**src/hw/rtl/rlpe_pkg.sv**
```systemverilog
// Shared types and constants for the relocating loader patch engine.
// Used by the register block, controller, datapath and top level; no dependencies.
`timescale 1ns / 1ps

package rlpe_pkg;

    // Default parameter values.
    localparam int ADDR_BITS_DEF   = 20;
    localparam int MAX_NIBBLES_DEF = 8;

    // Fixed field widths.
    localparam int OFFSET_W = 20;
    localparam int BASE_W   = 20;
    localparam int SYM_W    = 24;
    localparam int FIELD_W  = 32;
    localparam int NIB_W    = 4;
    localparam int CNT_W    = 2;    // byte index within a field of up to four bytes
    localparam int PADDR_W  = 3;
    localparam int PDATA_W  = 32;

    // Request codes.
    localparam logic [1:0] REQ_LOAD   = 2'd0;
    localparam logic [1:0] REQ_MODIFY = 2'd1;
    localparam logic [1:0] REQ_READ   = 2'd2;

    // Register indexes.
    localparam logic REG_SECTION_BASE = 1'b0;

    typedef enum logic [2:0] {
        ST_IDLE,
        ST_DISPATCH,
        ST_TEXT,
        ST_RD,
        ST_ACC,
        ST_CALC,
        ST_WR,
        ST_DONE
    } state_t;

    // Commands from the controller to the datapath.
    typedef struct packed {
        logic latch;        // capture a new item and clear the results
        logic issue_rd;     // read the field byte at the current index
        logic gather;       // fold the returned byte into the accumulator
        logic calc;         // apply the symbol value and rewind the index
        logic write_text;   // store the text byte
        logic write_field;  // store the field byte at the current index
        logic step;         // advance the byte index
    } cmd_t;

    // Status from the datapath to the controller.
    typedef struct packed {
        logic is_load;
        logic is_read;
        logic is_modify;    // modify with a non-empty field
        logic last;         // current index is the last byte of the field
    } stat_t;

endpackage

```
**src/hw/rtl/rlpe_regs.sv**
```systemverilog
// APB-style configuration register block holding the section base.
// Depends on rlpe_pkg.
`timescale 1ns / 1ps

module rlpe_regs
    import rlpe_pkg::*;
(
    input  logic                clk,
    input  logic                rst_n,
    input  logic                psel,
    input  logic                penable,
    input  logic                pwrite,
    input  logic [PADDR_W-1:0]  paddr,
    input  logic [PDATA_W-1:0]  pwdata,
    output logic [PDATA_W-1:0]  prdata,
    output logic                pready,
    output logic [BASE_W-1:0]   section_base
);

    logic [BASE_W-1:0] base_reg;
    logic [BASE_W-1:0] base_next;
    logic              reg_index;
    logic              wr_en;

    // Registers sit on 32-bit word boundaries.
    assign reg_index = paddr[PADDR_W-1];
    assign pready    = 1'b1;
    assign wr_en     = psel && penable && pwrite && pready;

    // Write decode.
    always_comb
    begin
        base_next = base_reg;
        if (wr_en && (reg_index == REG_SECTION_BASE))
        begin
            base_next = pwdata[BASE_W-1:0];
        end
    end

    always_ff @(posedge clk or negedge rst_n)
    begin
        if (!rst_n)
        begin
            base_reg <= '0;
        end
        else
        begin
            base_reg <= base_next;
        end
    end

    // Read decode.
    always_comb
    begin
        unique case (reg_index)
            REG_SECTION_BASE: prdata = PDATA_W'(base_reg);
            default:          prdata = '0;
        endcase
    end

    assign section_base = base_reg;

endmodule

```
**config.mk**
```make
export PLATFORM = sky130hd
export DESIGN_NAME = rlpe_regs
export DESIGN_NICKNAME = d
export VERILOG_FILES = /design/src/hw/rtl/rlpe_pkg.sv /design/src/hw/rtl/rlpe_regs.sv
export SDC_FILE = /design/constraint.sdc
export NUM_CORES = 1
export LEC_CHECK = 0
export BUFFER_PORTS_ARGS = -buffer_cell sky130_fd_sc_hd__buf_4
export CAP_MARGIN = 20
export CORE_ASPECT_RATIO = 0.9
export CORE_MARGIN = 4
export CORE_UTILIZATION = 38
export CTS_CLUSTER_DIAMETER = 100
export CTS_CLUSTER_SIZE = 40
export DETAILED_ROUTE_END_ITERATION = 10
export PLACE_DENSITY_LB_ADDON = 0.25
export SYNTH_ARGS = -nofsm -noshare
export SYNTH_HDL_FRONTEND = slang
export SYNTH_SLANG_ARGS = --single-unit
```
**constraint.sdc**
```tcl
create_clock -name clk -period 0.8 [get_ports clk]
set_input_delay 0.08 -clock clk [delete_from_list [all_inputs] [get_ports clk]]
set_output_delay 0.08 -clock clk [all_outputs]
set_load 0.005 [all_outputs]
```
==> metrics.txt <==
# TYPE chip_impl_metric gauge
chip_impl_metric{name="design.die.area",unit="µm²"} 3770
chip_impl_info{name="timing.critical_path.to_type",value="output port"} 1
chip_impl_metric{name="drv_slew",unit=""} 0
chip_impl_metric{name="routedWlPerCell",unit="µm"} 14.5
chip_impl_metric{name="die_width",unit="µm"} 64.3
chip_impl_metric{name="antenna_violations_before_repair",unit=""} 0
chip_impl_metric{name="count_of_port_buffers_added_during_placement",unit=""} 65
chip_impl_metric{name="ant_nets",unit=""} 0
chip_impl_metric{name="grt_first_pass_wirelength",unit="µm"} 4600
chip_impl_metric{name="clk_pin_slew_worst_paths",unit="ps"} 110
chip_impl_metric{name="numCtsBuffers",unit=""} 3
chip_impl_metric{name="grt_pass1_vias",unit=""} 970
chip_impl_metric{name="yosys_warnings",unit=""} 0
chip_impl_metric{name="synth_mux_area_share",unit="%"} 27.7
chip_impl_metric{name="final.setup_skew",unit="ps"} 0
chip_impl_info{name="tritoncts",value="done"} 1
chip_impl_metric{name="h-tree-depth",unit=""} 1
chip_impl_metric{name="post_synth_xor_area_fraction",unit="%"} 0
chip_impl_metric{name="synth_compound_area_share",unit="%"} 0
chip_impl_metric{name="area.sequential",unit="µm²"} 500
chip_impl_metric{name="drt_drc_violations_left",unit=""} 0
chip_impl_metric{name="routed_wl",unit="µm"} 3350
chip_impl_metric{name="std_cell_rows",unit=""} 18
chip_impl_metric{name="setup.reg_to_reg.worst_slack",unit="ps"} -220
chip_impl_metric{name="gr-usage-all-layers",unit="%"} 16.1
chip_impl_metric{name="detail_route.iter0.violations",unit=""} 11
chip_impl_metric{name="clock_tree.buffer_depth",unit=""} 2
chip_impl_metric{name="vias_per_cell",unit=""} 4.24
chip_impl_metric{name="synth_simple_gate_area_share",unit="%"} 13.7
chip_impl_metric{name="multi_input_comb_area",unit="µm²"} 520
chip_impl_metric{name="tritoncts_num_sinks",unit=""} 20
chip_impl_metric{name="timing.hold.ws",unit="ps"} 197
chip_impl_info{name="synth_top_family_by_area",value="multiplexers"} 1
chip_impl_metric{name="arrival",unit="ps"} 1020
chip_impl_metric{name="synth_area",unit="µm²"} 1080
chip_impl_metric{name="layout.filler_cells",unit=""} 171
chip_impl_metric{name="leakagePower",unit="nW"} 1.16
chip_impl_metric{name="worst_skew_pair.late_latency",unit="ps"} 300
chip_impl_info{name="min_path_type",value="input pin to asynchronous set/reset pin"} 1
chip_impl_metric{name="initial_utilization",unit="%"} 39.5
chip_impl_metric{name="post_route_cells_drive_above_1_share",unit="%"} 62.8
chip_impl_info{name="layout.cells.most_common",value="sky130_fd_sc_hd__buf_4"} 1
chip_impl_metric{name="core-area",unit="µm²"} 2750
chip_impl_metric{name="largest_reg_flops",unit=""} 20
chip_impl_metric{name="netlist_instances",unit=""} 80
chip_impl_metric{name="io_pins",unit=""} 93
chip_impl_metric{name="final_min_period_over_clock_period",unit="%"} 138
chip_impl_metric{name="finalWorstPathRequiredPeriod",unit="ps"} 1100
chip_impl_info{name="rsz0062_at_grt",value="yes"} 1
chip_impl_metric{name="total_congestion_overflow_after_global_routing",unit=""} 0
chip_impl_info{name="violations_in_the_final_reports",value="setup timing"} 1
chip_impl_metric{name="timing.critical_path.required",unit="ps"} 720
chip_impl_metric{name="synth-adder-area-share",unit="%"} 0
chip_impl_metric{name="die_h",unit="µm"} 58.7
chip_impl_metric{name="length_of_the_first_detailed_routing_pass_in_iterations",unit=""} 4
chip_impl_metric{name="vdd_drop_max",unit="V"} 0.00169
chip_impl_metric{name="post_synth_num_cell_types",unit=""} 8
chip_impl_metric{name="fmaxAchievable",unit="GHz"} 0.909
chip_impl_metric{name="maximum_number_of_pins_on_one_net_before_global_route_repair",unit=""} 21
chip_impl_metric{name="setup_tns",unit="ps"} -10970
chip_impl_metric{name="synth_sequential_area_ratio",unit="%"} 46.1
chip_impl_metric{name="dp_hpwl",unit="µm"} 1860
chip_impl_info{name="beginning_of_the_worst_register_to_register_path",value="section_base[18]$_DFFE_PN0P_"} 1
chip_impl_metric{name="drv.max_cap_violation_count",unit=""} 0
chip_impl_metric{name="antenna-diode-count",unit=""} 0
chip_impl_metric{name="design.final.nets",unit=""} 232
chip_impl_metric{name="reg2reg_depth",unit=""} 3
chip_impl_metric{name="timing.final.ws_setup",unit="ps"} -300
chip_impl_metric{name="hold_viol_final",unit=""} 0
chip_impl_metric{name="synth.avg_cell_area",unit="µm²"} 13.6
chip_impl_info{name="most-common-layout-cells",value="sky130_fd_sc_hd__buf_4, sky130_fd_sc_hd__buf_6, sky130_fd_sc_hd__mux2_4, sky130_fd_sc_hd__dlygate4sd3_1, sky130_fd_sc_hd__dfrtp_1"} 1
chip_impl_metric{name="ys_ff_latch",unit=""} 20
chip_impl_metric{name="globalplace.congestion",unit=""} 0.634
chip_impl_metric{name="pwr_density_cell",unit="nW/µm²"} 1980
chip_impl_info{name="worst-setup-path-type",value="register to output port"} 1
chip_impl_info{name="clk_root_buffer_cell",value="sky130_fd_sc_hd__clkbuf_4"} 1
chip_impl_metric{name="vias",unit=""} 980
chip_impl_metric{name="finalSetupViolations",unit=""} 53
chip_impl_info{name="setup.worst_path.start_class",value="register"} 1
chip_impl_info{name="critical_path.reg2reg.endpoint",value="section_base[18]$_DFFE_PN0P_"} 1
chip_impl_metric{name="area_delta_synth_final",unit="%"} 98.0
chip_impl_metric{name="worstPathMaxFanout",unit=""} 3
chip_impl_info{name="status",value="complete, but fails checks"} 1
==> kinds of logic after synthesis <==
family / count (synthesis)
mux: 20
simple gates: 21
flops: 20
other cells: 2
buf+inv: 17
==> worst max-delay path by stage <==
stage	endpoint	start	slack (ps)	cells past startpoint
after floorplan	section_base[0]$_DFFE_PN0P_	paddr[2]	-10	3
after global placement	section_base[15]$_DFFE_PN0P_	paddr[2]	-170	4
after detailed placement	section_base[9]$_DFFE_PN0P_	paddr[2]	-200	4
after CTS	prdata[10]	section_base[10]$_DFFE_PN0P_	-290	2
after global routing	prdata[1]	section_base[1]$_DFFE_PN0P_	-390	2
final	prdata[9]	section_base[9]$_DFFE_PN0P_	-300	2
==> power by group <==
| group | internal, mW | switching, mW | leakage, nW |
|---|---|---|---|
| Combinational | 1.46 | 0.532 | 0.892 |
| Clock | 0.506 | 0.320 | 0.0279 |
| Sequential | 1.23 | 0.198 | 0.240 |
==> layout make-up <==
type                            instances  share of cell area [%]
Timing Repair Buffer                  113                    47.7
Multi-Input combinational cell         54                    24.2
Sequential cell                        20                    23.3
Tap cell                               40                    2.33
Clock inverter                          1                    1.40
Clock buffer                            3                    1.05
==> Yosys cell counts <==
| master | instances | area share (%) |
|---|---|---|
| sky130_fd_sc_hd__buf_4 | 13 | 9.0 |
| sky130_fd_sc_hd__buf_6 | 2 | 2.1 |
| sky130_fd_sc_hd__clkbuf_1 | 2 | 0.69 |
| sky130_fd_sc_hd__conb_1 | 2 | 0.69 |
| sky130_fd_sc_hd__dfrtp_1 | 20 | 46 |
| sky130_fd_sc_hd__mux2_4 | 20 | 28 |
| sky130_fd_sc_hd__nand4b_4 | 1 | 2.2 |
| sky130_fd_sc_hd__nor2b_1 | 20 | 12 |
==> layer usage <==
layer  up-vias  GRT usage, %  part of all wire, %
met5         -             0                    0
met4         0         0.904                    0
met3         0          5.73                  9.3
met2        57          31.0                   54
met1       468          17.8                   37
li1        455             -                    -
==> what timing repair did <==
action,in CTS,in global routing
setup buffers,10,14
endpoints found under the setup margin,41,55
gates resized for setup,8,28
hold buffers,18,3
endpoints found under the hold margin,37,3
==> through the flow <==
stage	total power [mW]	setup slack [ps]	area [µm²]	instances	util, %
6_report	4.25	-300	2150	231	78.2
5_1_grt	4.49	-389	2150	231	78.2
4_1_cts	3.80	-289	1920	215	69.8
3_5_place_dp	2.66	-199	1580	183	57.5
3_3_place_gp	2.64	-172	1580	183	57.5
2_1_floorplan	1.97	-14.3	1130	91	-
==> worst max-delay path: stages, from the launching register on <==
cell	delay (ps)
sky130_fd_sc_hd__dfrtp_1	430
sky130_fd_sc_hd__nor2b_1	150
sky130_fd_sc_hd__buf_4	140
No activity file was read; power rests on OpenSTA's default activity.
