`config.mk`:
```
export PLATFORM = sky130hd
export DESIGN_NAME = rlpe_ctrl
export DESIGN_NICKNAME = d
export VERILOG_FILES = /design/src/hw/rtl/rlpe_pkg.sv /design/src/hw/rtl/rlpe_ctrl.sv
export SDC_FILE = /design/constraint.sdc
export NUM_CORES = 1
export LEC_CHECK = 0
export ABC_AREA = 1
export BUFFER_PORTS_ARGS = -buffer_cell sky130_fd_sc_hd__buf_2
export CELL_PAD_IN_SITES_DETAIL_PLACEMENT = 1
export CELL_PAD_IN_SITES_GLOBAL_PLACEMENT = 1
export CORE_AREA = 2 2 39 41
export CTS_CLUSTER_SIZE = 25
export DETAILED_ROUTE_END_ITERATION = 8
export DIE_AREA = 0 0 41 43
export PLACE_DENSITY_LB_ADDON = 0.05
export SLEW_MARGIN = 5
export SYNTH_ARGS = -nofsm -noshare
export SYNTH_HDL_FRONTEND = slang
export SYNTH_SLANG_ARGS = --single-unit
```
`constraint.sdc`:
```
create_clock -name clk -period 0.9 [get_ports clk]
set_input_delay 0.18 -clock clk [delete_from_list [all_inputs] [get_ports clk]]
set_output_delay 0.18 -clock clk [all_outputs]
set_load 0.02 [all_outputs]
```
`src/hw/rtl/rlpe_pkg.sv`:
```
// Shared types and constants for the relocating loader patch engine.
// Used by the register block, controller, datapath and top level; no dependencies.
`timescale 1ns / 1ps

package rlpe_pkg;

    // Default parameter values.
    localparam int ADDR_BITS_DEF   = 20;
    localparam int MAX_NIBBLES_DEF = 8;

    // Fixed field widths.
    localparam int OFFSET_W = 20;
    localparam int BASE_W   = 20;
    localparam int SYM_W    = 24;
    localparam int FIELD_W  = 32;
    localparam int NIB_W    = 4;
    localparam int CNT_W    = 2;    // byte index within a field of up to four bytes
    localparam int PADDR_W  = 3;
    localparam int PDATA_W  = 32;

    // Request codes.
    localparam logic [1:0] REQ_LOAD   = 2'd0;
    localparam logic [1:0] REQ_MODIFY = 2'd1;
    localparam logic [1:0] REQ_READ   = 2'd2;

    // Register indexes.
    localparam logic REG_SECTION_BASE = 1'b0;

    typedef enum logic [2:0] {
        ST_IDLE,
        ST_DISPATCH,
        ST_TEXT,
        ST_RD,
        ST_ACC,
        ST_CALC,
        ST_WR,
        ST_DONE
    } state_t;

    // Commands from the controller to the datapath.
    typedef struct packed {
        logic latch;        // capture a new item and clear the results
        logic issue_rd;     // read the field byte at the current index
        logic gather;       // fold the returned byte into the accumulator
        logic calc;         // apply the symbol value and rewind the index
        logic write_text;   // store the text byte
        logic write_field;  // store the field byte at the current index
        logic step;         // advance the byte index
    } cmd_t;

    // Status from the datapath to the controller.
    typedef struct packed {
        logic is_load;
        logic is_read;
        logic is_modify;    // modify with a non-empty field
        logic last;         // current index is the last byte of the field
    } stat_t;

endpackage

```
`src/hw/rtl/rlpe_ctrl.sv`:
```
// Controller state machine that sequences text loads, reads and field patches.
// Depends on rlpe_pkg; talks to rlpe_datapath through cmd_t and stat_t.
`timescale 1ns / 1ps

module rlpe_ctrl
    import rlpe_pkg::*;
(
    input  logic  clk,
    input  logic  rst_n,
    input  logic  start,
    input  stat_t stat,
    output cmd_t  cmd,
    output logic  busy,
    output logic  done
);

    state_t state_reg;
    state_t state_next;

    always_ff @(posedge clk or negedge rst_n)
    begin
        if (!rst_n)
        begin
            state_reg <= ST_IDLE;
        end
        else
        begin
            state_reg <= state_next;
        end
    end

    // Next state.
    always_comb
    begin
        state_next = state_reg;
        unique case (state_reg)
            ST_IDLE:
            begin
                if (start)
                begin
                    state_next = ST_DISPATCH;
                end
            end
            ST_DISPATCH:
            begin
                if (stat.is_load)
                begin
                    state_next = ST_TEXT;
                end
                else if (stat.is_read || stat.is_modify)
                begin
                    state_next = ST_RD;
                end
                else
                begin
                    state_next = ST_DONE;
                end
            end
            ST_TEXT: state_next = ST_DONE;
            ST_RD:   state_next = ST_ACC;
            ST_ACC:
            begin
                if (stat.is_read)
                begin
                    state_next = ST_DONE;
                end
                else if (stat.last)
                begin
                    state_next = ST_CALC;
                end
                else
                begin
                    state_next = ST_RD;
                end
            end
            ST_CALC: state_next = ST_WR;
            ST_WR:
            begin
                if (stat.last)
                begin
                    state_next = ST_DONE;
                end
            end
            ST_DONE: state_next = ST_IDLE;
            default: state_next = ST_IDLE;
        endcase
    end

    // Outputs.
    always_comb
    begin
        cmd  = '0;
        busy = 1'b1;
        done = 1'b0;
        unique case (state_reg)
            ST_IDLE:
            begin
                busy      = 1'b0;
                cmd.latch = start;
            end
            ST_DISPATCH: ;
            ST_TEXT:     cmd.write_text = 1'b1;
            ST_RD:       cmd.issue_rd   = 1'b1;
            ST_ACC:
            begin
                cmd.gather = 1'b1;
                cmd.step   = !stat.is_read && !stat.last;
            end
            ST_CALC:     cmd.calc = 1'b1;
            ST_WR:
            begin
                cmd.write_field = 1'b1;
                cmd.step        = !stat.last;
            end
            ST_DONE:     done = 1'b1;
            default:     busy = 1'b1;
        endcase
    end

endmodule

```
==> flow_summary.toml, run 1 <==
[die]
start_util_pct = 18.3
placementRows = 14
ios = 16
dieArea_sq_um = 1760
die_width_um = 41
coreArea_sq_um = 1380
fp.dieH_um = 43

[synth]
synth_area_leaders = "dfrtp_1, nor2_1, nand2_1, inv_1, nand3_1"
ys_ff_latch = 3
synth_top_area_share_pct = 29.7
syn_nets = 49
synth_flop_cell = "dfrtp_1"
synthTopCellsByCount = "nor2_1, nand2_1, inv_1, nand3_1"
synth_cells = 42
synthArstFlopShare_pct = 100
synth.distinct_cells = 12
synth_area_leader_cell = "dfrtp_1"
yosysMostFrequentCell = "nor2_1"
synth_enable_flop_cells = 0
netlist_area_sq_um = 253
synth_warnings = 0
syn_area_per_cell_sq_um = 6.02
yosysSeqAreaShare_pct = 29.7

[worst_setup_path]
path_class = "register to output port"
regToRegEndpoint = "state_reg[0]"
ff2ff_setup_slack_ns = -0.19
startpoint = "state_reg[0]"
reg2reg_from = "state_reg[0]"
reg2reg_depth = 7
worstPathArrival_ns = 1.21
startpoint_type = "register"
critPathRequiredTime_ns = 0.72
worstSetupEndpointType = "output port"
path_max_fanout = 4

[timing]
final_min_period_over_clock_period_pct = 154
max_freq_ghz = 0.722
slew_headroom_pct = 87.8
setup_viol = 12
rsz0062_at_grt = "yes"
min_period_ns = 1.39
fin_skew_ns = 0.00372
whs_ns = 0.260
fin_setup_tns_ns = -4.32
tightestPinTransition_ns = 0.181
hold_violations = 0
fin_ws_ns = -0.486
slew_violations = 0

[placement]
place.gp.congestion = 0.653
portBuffers = 15
dpl_cell_area_sq_um = 415
hpwl_um = 659

[cells_and_area]
antenna_cells = 0
areaGrowthSynthToFinish_pct = 139
nNetsFinal = 82
drive_above_1_share_pct = 75.7
post-route-util_pct = 43.7
largest_reg_flops = 3
fill_cells = 184
design_area_sq_um = 604

[cts]
cts-buffers-inserted = 3
htree_levels = 1
root_buffer = "clkbuf_4"
clock_path_buffers = 2
cts_tree = "done"
clkTransAtPathRegs_ns = 0.04
cts_sinks = 3
clk_latency_ns = 0.25

[global_route]
grt_pass1_vias = 389
gr-total-overflow = 0
antenna_found_initial = 0
grt_pass1_wl_um = 1590
use_met1_pct = 15.4
busiest_layer = "met2"
use_met2_pct = 22.2
met3_usage_pct = 1.57
grtUsageTotal_pct = 14.4
grt_max_degree = 5

[drt]
antenna_left = 0
routed_wl_um = 1040
drcViolationCount = 0
firstDrtPassIters = 4
num_vias = 382
drt_iter0_markers = 1
wl_per_cell_um = 11.5
vias_per_cell = 4.24

[pwr]
power_density_nw_per_um2 = 3840
ir_drop_mv = 1.12
leakage_nw = 0.320
finalPower_mw = 2.32

[job]
max-cap-violations = 0

[outcome]
violations = "setup timing"
outcome = "finished, violations left"

[hold_path]
holdCritPathClass = "input pin to async pin"
[layout make-up]
type | instances | area [sq um] | share of cell area, %
repair buffers | 28 | 239 | 39.5
flip-flops and latches | 3 | 78.8 | 13.0
inverters | 9 | 36.3 | 6.00
multi-input cells | 30 | 204 | 33.7
clock buffers | 4 | 26.3 | 4.35
well taps | 16 | 20.0 | 3.31
[layout by cell type (no fill, tap or decap)]
master         netlist  routed
dlygate4sd3_1        0       1
dfrtp_2              0       3
buf_6                0      11
nand2_4              0       1
buf_2                0       6
nand3_1              4       2
nand3_4              0       1
nor2_4               1       4
a21boi_0             1       1
buf_4                0      10
o21ai_0              1       1
inv_1                7       3
nand3_2              0       1
clkbuf_4             0       3
inv_4                0       1
nand2_2              3       7
clkbuf_1             0       1
inv_2                2       5
nand2_1              8       3
nor2_2               2       3
nor2_1               9       5
a21oi_1              1       1
[routing by layer]
layer,share of wire [%],up-vias,wire (um)
li1,-,189,-
met1,36,179,374
met2,57,11,592
met3,3.6,3,37
met4,3.0,0,31
met5,0,-,0
[stage by stage]
step           instances  worst slack, ns
4_1_cts               87           -0.491
5_1_grt               90           -0.553
6_report              90           -0.486
3_5_place_dp          79           -0.336
2_1_floorplan         42           -0.239
3_3_place_gp          79           -0.362
[worst max-delay path, cell delays in order (launching register included)]
cell and delay [ns]:
dfrtp_2 0.43, nor2_4 0.16, nand2_2 0.08, inv_2 0.07
nand2_2 0.05, nand2_2 0.07, buf_6 0.11
[what timing repair did]
item / in CTS / in global routing
gates resized for setup: 27 / 7
hold buffers: 1 / 0
setup buffers: 3 / 3
pin swaps: 1 / 4
endpoints found under the setup margin: 12 / 12
endpoints found under the hold margin: 3 / 0
[how the worst max path moves through the flow]
stage | endpoint | depth (start not counted)
2_1_floorplan | cmd[0] | 5
4_1_cts | cmd[0] | 6
3_3_place_gp | cmd[0] | 6
3_5_place_dp | cmd[0] | 6
6_report | cmd[0] | 6
5_1_grt | cmd[0] | 6
[report_power, final]
group | switching (mW) | total, mW | internal (mW) | leakage [nW]
sequential | 0.125 | 0.348 | 0.222 | 0.0315
combinational | 0.877 | 1.71 | 0.836 | 0.273
clock | 0.0903 | 0.258 | 0.167 | 0.0150
total | 1.09 | 2.32 | 1.23 | 0.320
[logic make-up after synthesis]
kind of cell | count (synthesis) | share of synthesized area, %
flops | 3 | 29.7
compound gates | 3 | 6.93
simple gates | 27 | 50.0
buf+inv | 9 | 13.4
Note: power is estimated with default switching activity, not from simulation.
==> inputs of run 2 (changes only) <==
- PLACE_DENSITY: default -> 0.61
- PLACE_DENSITY_LB_ADDON: 0.05 -> default
==> run 2 against run 1 <==
Against the previous run:
- the run still ends with setup timing left
- clock power down 9.3%
- design area up 5.0%
- sequential power down 4%
- clock skew down 0.0030 ns
- cell count up 3.3%
- power up 7.1%
- sequential share of layout area down 0.81 points
- combinational power up 12%
- worst setup slack better by 0.0024 ns
- sequential cell count unchanged
- worst hold slack better by 0.013 ns
- global-route usage down 2.2 points
==> flow_summary.toml, run 2 (same netlist as run 1, synthesis figures left out) <==
[timing]
max_freq_ghz = 0.723
whs_ns = 0.273
slew_violations = 0
slew_headroom_pct = 80.0
min_period_ns = 1.38
tightestPinTransition_ns = 0.297
hold_violations = 0
rsz0062_at_grt = "yes"
fin_ws_ns = -0.483
final_min_period_over_clock_period_pct = 154
fin_skew_ns = 0.000684
setup_viol = 12

[placement]
place_ws_ns = -0.237
hpwl_um = 676
portBuffers = 15
place.gp.congestion = 0.698

[cells_and_area]
final_cell_mix = "buf_4, buf_6, buf_2"
areaGrowthSynthToFinish_pct = 151
nNetsFinal = 85
fill_cells = 177
post-route-util_pct = 45.8
largest_reg_flops = 3
antenna_cells = 0
drive_above_1_share_pct = 75.3
final_common_cell = "buf_4"

[pwr]
leakage_nw = 0.340
power_density_nw_per_um2 = 3920
ir_drop_mv = 1.34

[cts]
cts-buffers-inserted = 3
clkTransAtPathRegs_ns = 0.04
cts_sinks = 3
htree_levels = 1
root_buffer = "clkbuf_4"
cts_tree = "done"
clock_path_buffers = 2
clk_latency_ns = 0.23

[die]
dieArea_sq_um = 1760
ios = 16
die_width_um = 41
fp.dieH_um = 43
placementRows = 14
coreArea_sq_um = 1380
start_util_pct = 18.3

[worst_setup_path]
critPathRequiredTime_ns = 0.72
startpoint_type = "register"
slowest_stage = "dfrtp_1"
critical_path.cell_chain = "nor2_2 -> buf_4 -> nand2_4 -> nor2_4 -> buf_6"
path_max_fanout = 4
path_class = "register to output port"
worstPathArrival_ns = 1.20
worstSetupEndpointType = "output port"
cpPeakStageDelay_ns = 0.41

[drt]
wl_per_cell_um = 11.8
num_vias = 387
antenna_left = 0
wl_met1_um = 404
routed_wl_um = 1090
firstDrtPassIters = 2
wl_met2_um = 650
vias_per_cell = 4.16
dr.max_layer_used = "met3"
drcViolationCount = 0
drt_iter0_markers = 3
dr_wl_met3_um = 38

[global_route]
grtUsageTotal_pct = 12.2
gr-total-overflow = 0
grt_max_degree = 6
grt_pass1_vias = 366
antenna_found_initial = 0
grt_pass1_wl_um = 1410

[outcome]
outcome = "finished, violations left"
violations = "setup timing"

[hold_path]
holdCritPathClass = "input pin to async pin"

[job]
max-cap-violations = 0
run 2: routing by layer:
layer	global-route usage, %	up-vias
li1	-	193
met1	13.6	186
met2	20.0	8
met3	1.57	0
met4	8.00	0
met5	0	-
run 2: metrics by stage:
stage                     std cells  total power [mW]  cell area (sq um)  setup TNS [ns]
after CTS                        90              2.09                547           -4.09
after global placement           81              1.51                430           -1.89
final                            93              2.48                634           -4.19
after detailed placement         81              1.52                430           -1.92
after floorplan                  42              1.01                275          -0.707
after global routing             93              2.66                634           -4.80
run 2: timing repair:
item | CTS | global route
hold endpoints to repair | 3 | 0
pin swaps | 1 | 3
setup buffers | 4 | 3
setup endpoints to repair | 12 | 12
hold buffers | 1 | 0
gates resized for setup | 18 | 15
run 2: critical path: cells and delay by family, from the launching register on:
family,cells,cell delay (ns)
buf+inv,2,0.27
flops,1,0.41
simple gates,3,0.29
run 2: worst paths after layout:
path	startpoint	to	slack, ns	cells past startpoint
max	state_reg[0]	cmd[6]	-0.48	5
min	rst_n	state_reg[0]	0.27	2
max reg2reg	state_reg[0]	state_reg[2]	-0.27	7
min reg2reg	state_reg[1]	state_reg[2]	0.72	4
max in group asynchronous	rst_n	state_reg[1]	0.51	2
min in group clk	stat[1]	state_reg[2]	0.32	6
run 2: power by group:
part	total, mW	switching, mW	internal (mW)
Sequential	0.335	0.118	0.218
Combinational	1.91	0.946	0.969
Clock	0.234	0.0678	0.166
Total	2.48	1.13	1.35
run 2: final cells by class:
| cell class | instances | area, sq um | share of cell area (%) |
|---|---|---|---|
| inverters | 9 | 41.3 | 6.51 |
| flip-flops and latches | 3 | 77.6 | 12.2 |
| multi-input cells | 30 | 205 | 32.3 |
| repair buffers | 31 | 264 | 41.6 |
| well taps | 16 | 20.0 | 3.16 |
| clock buffers | 4 | 26.3 | 4.14 |
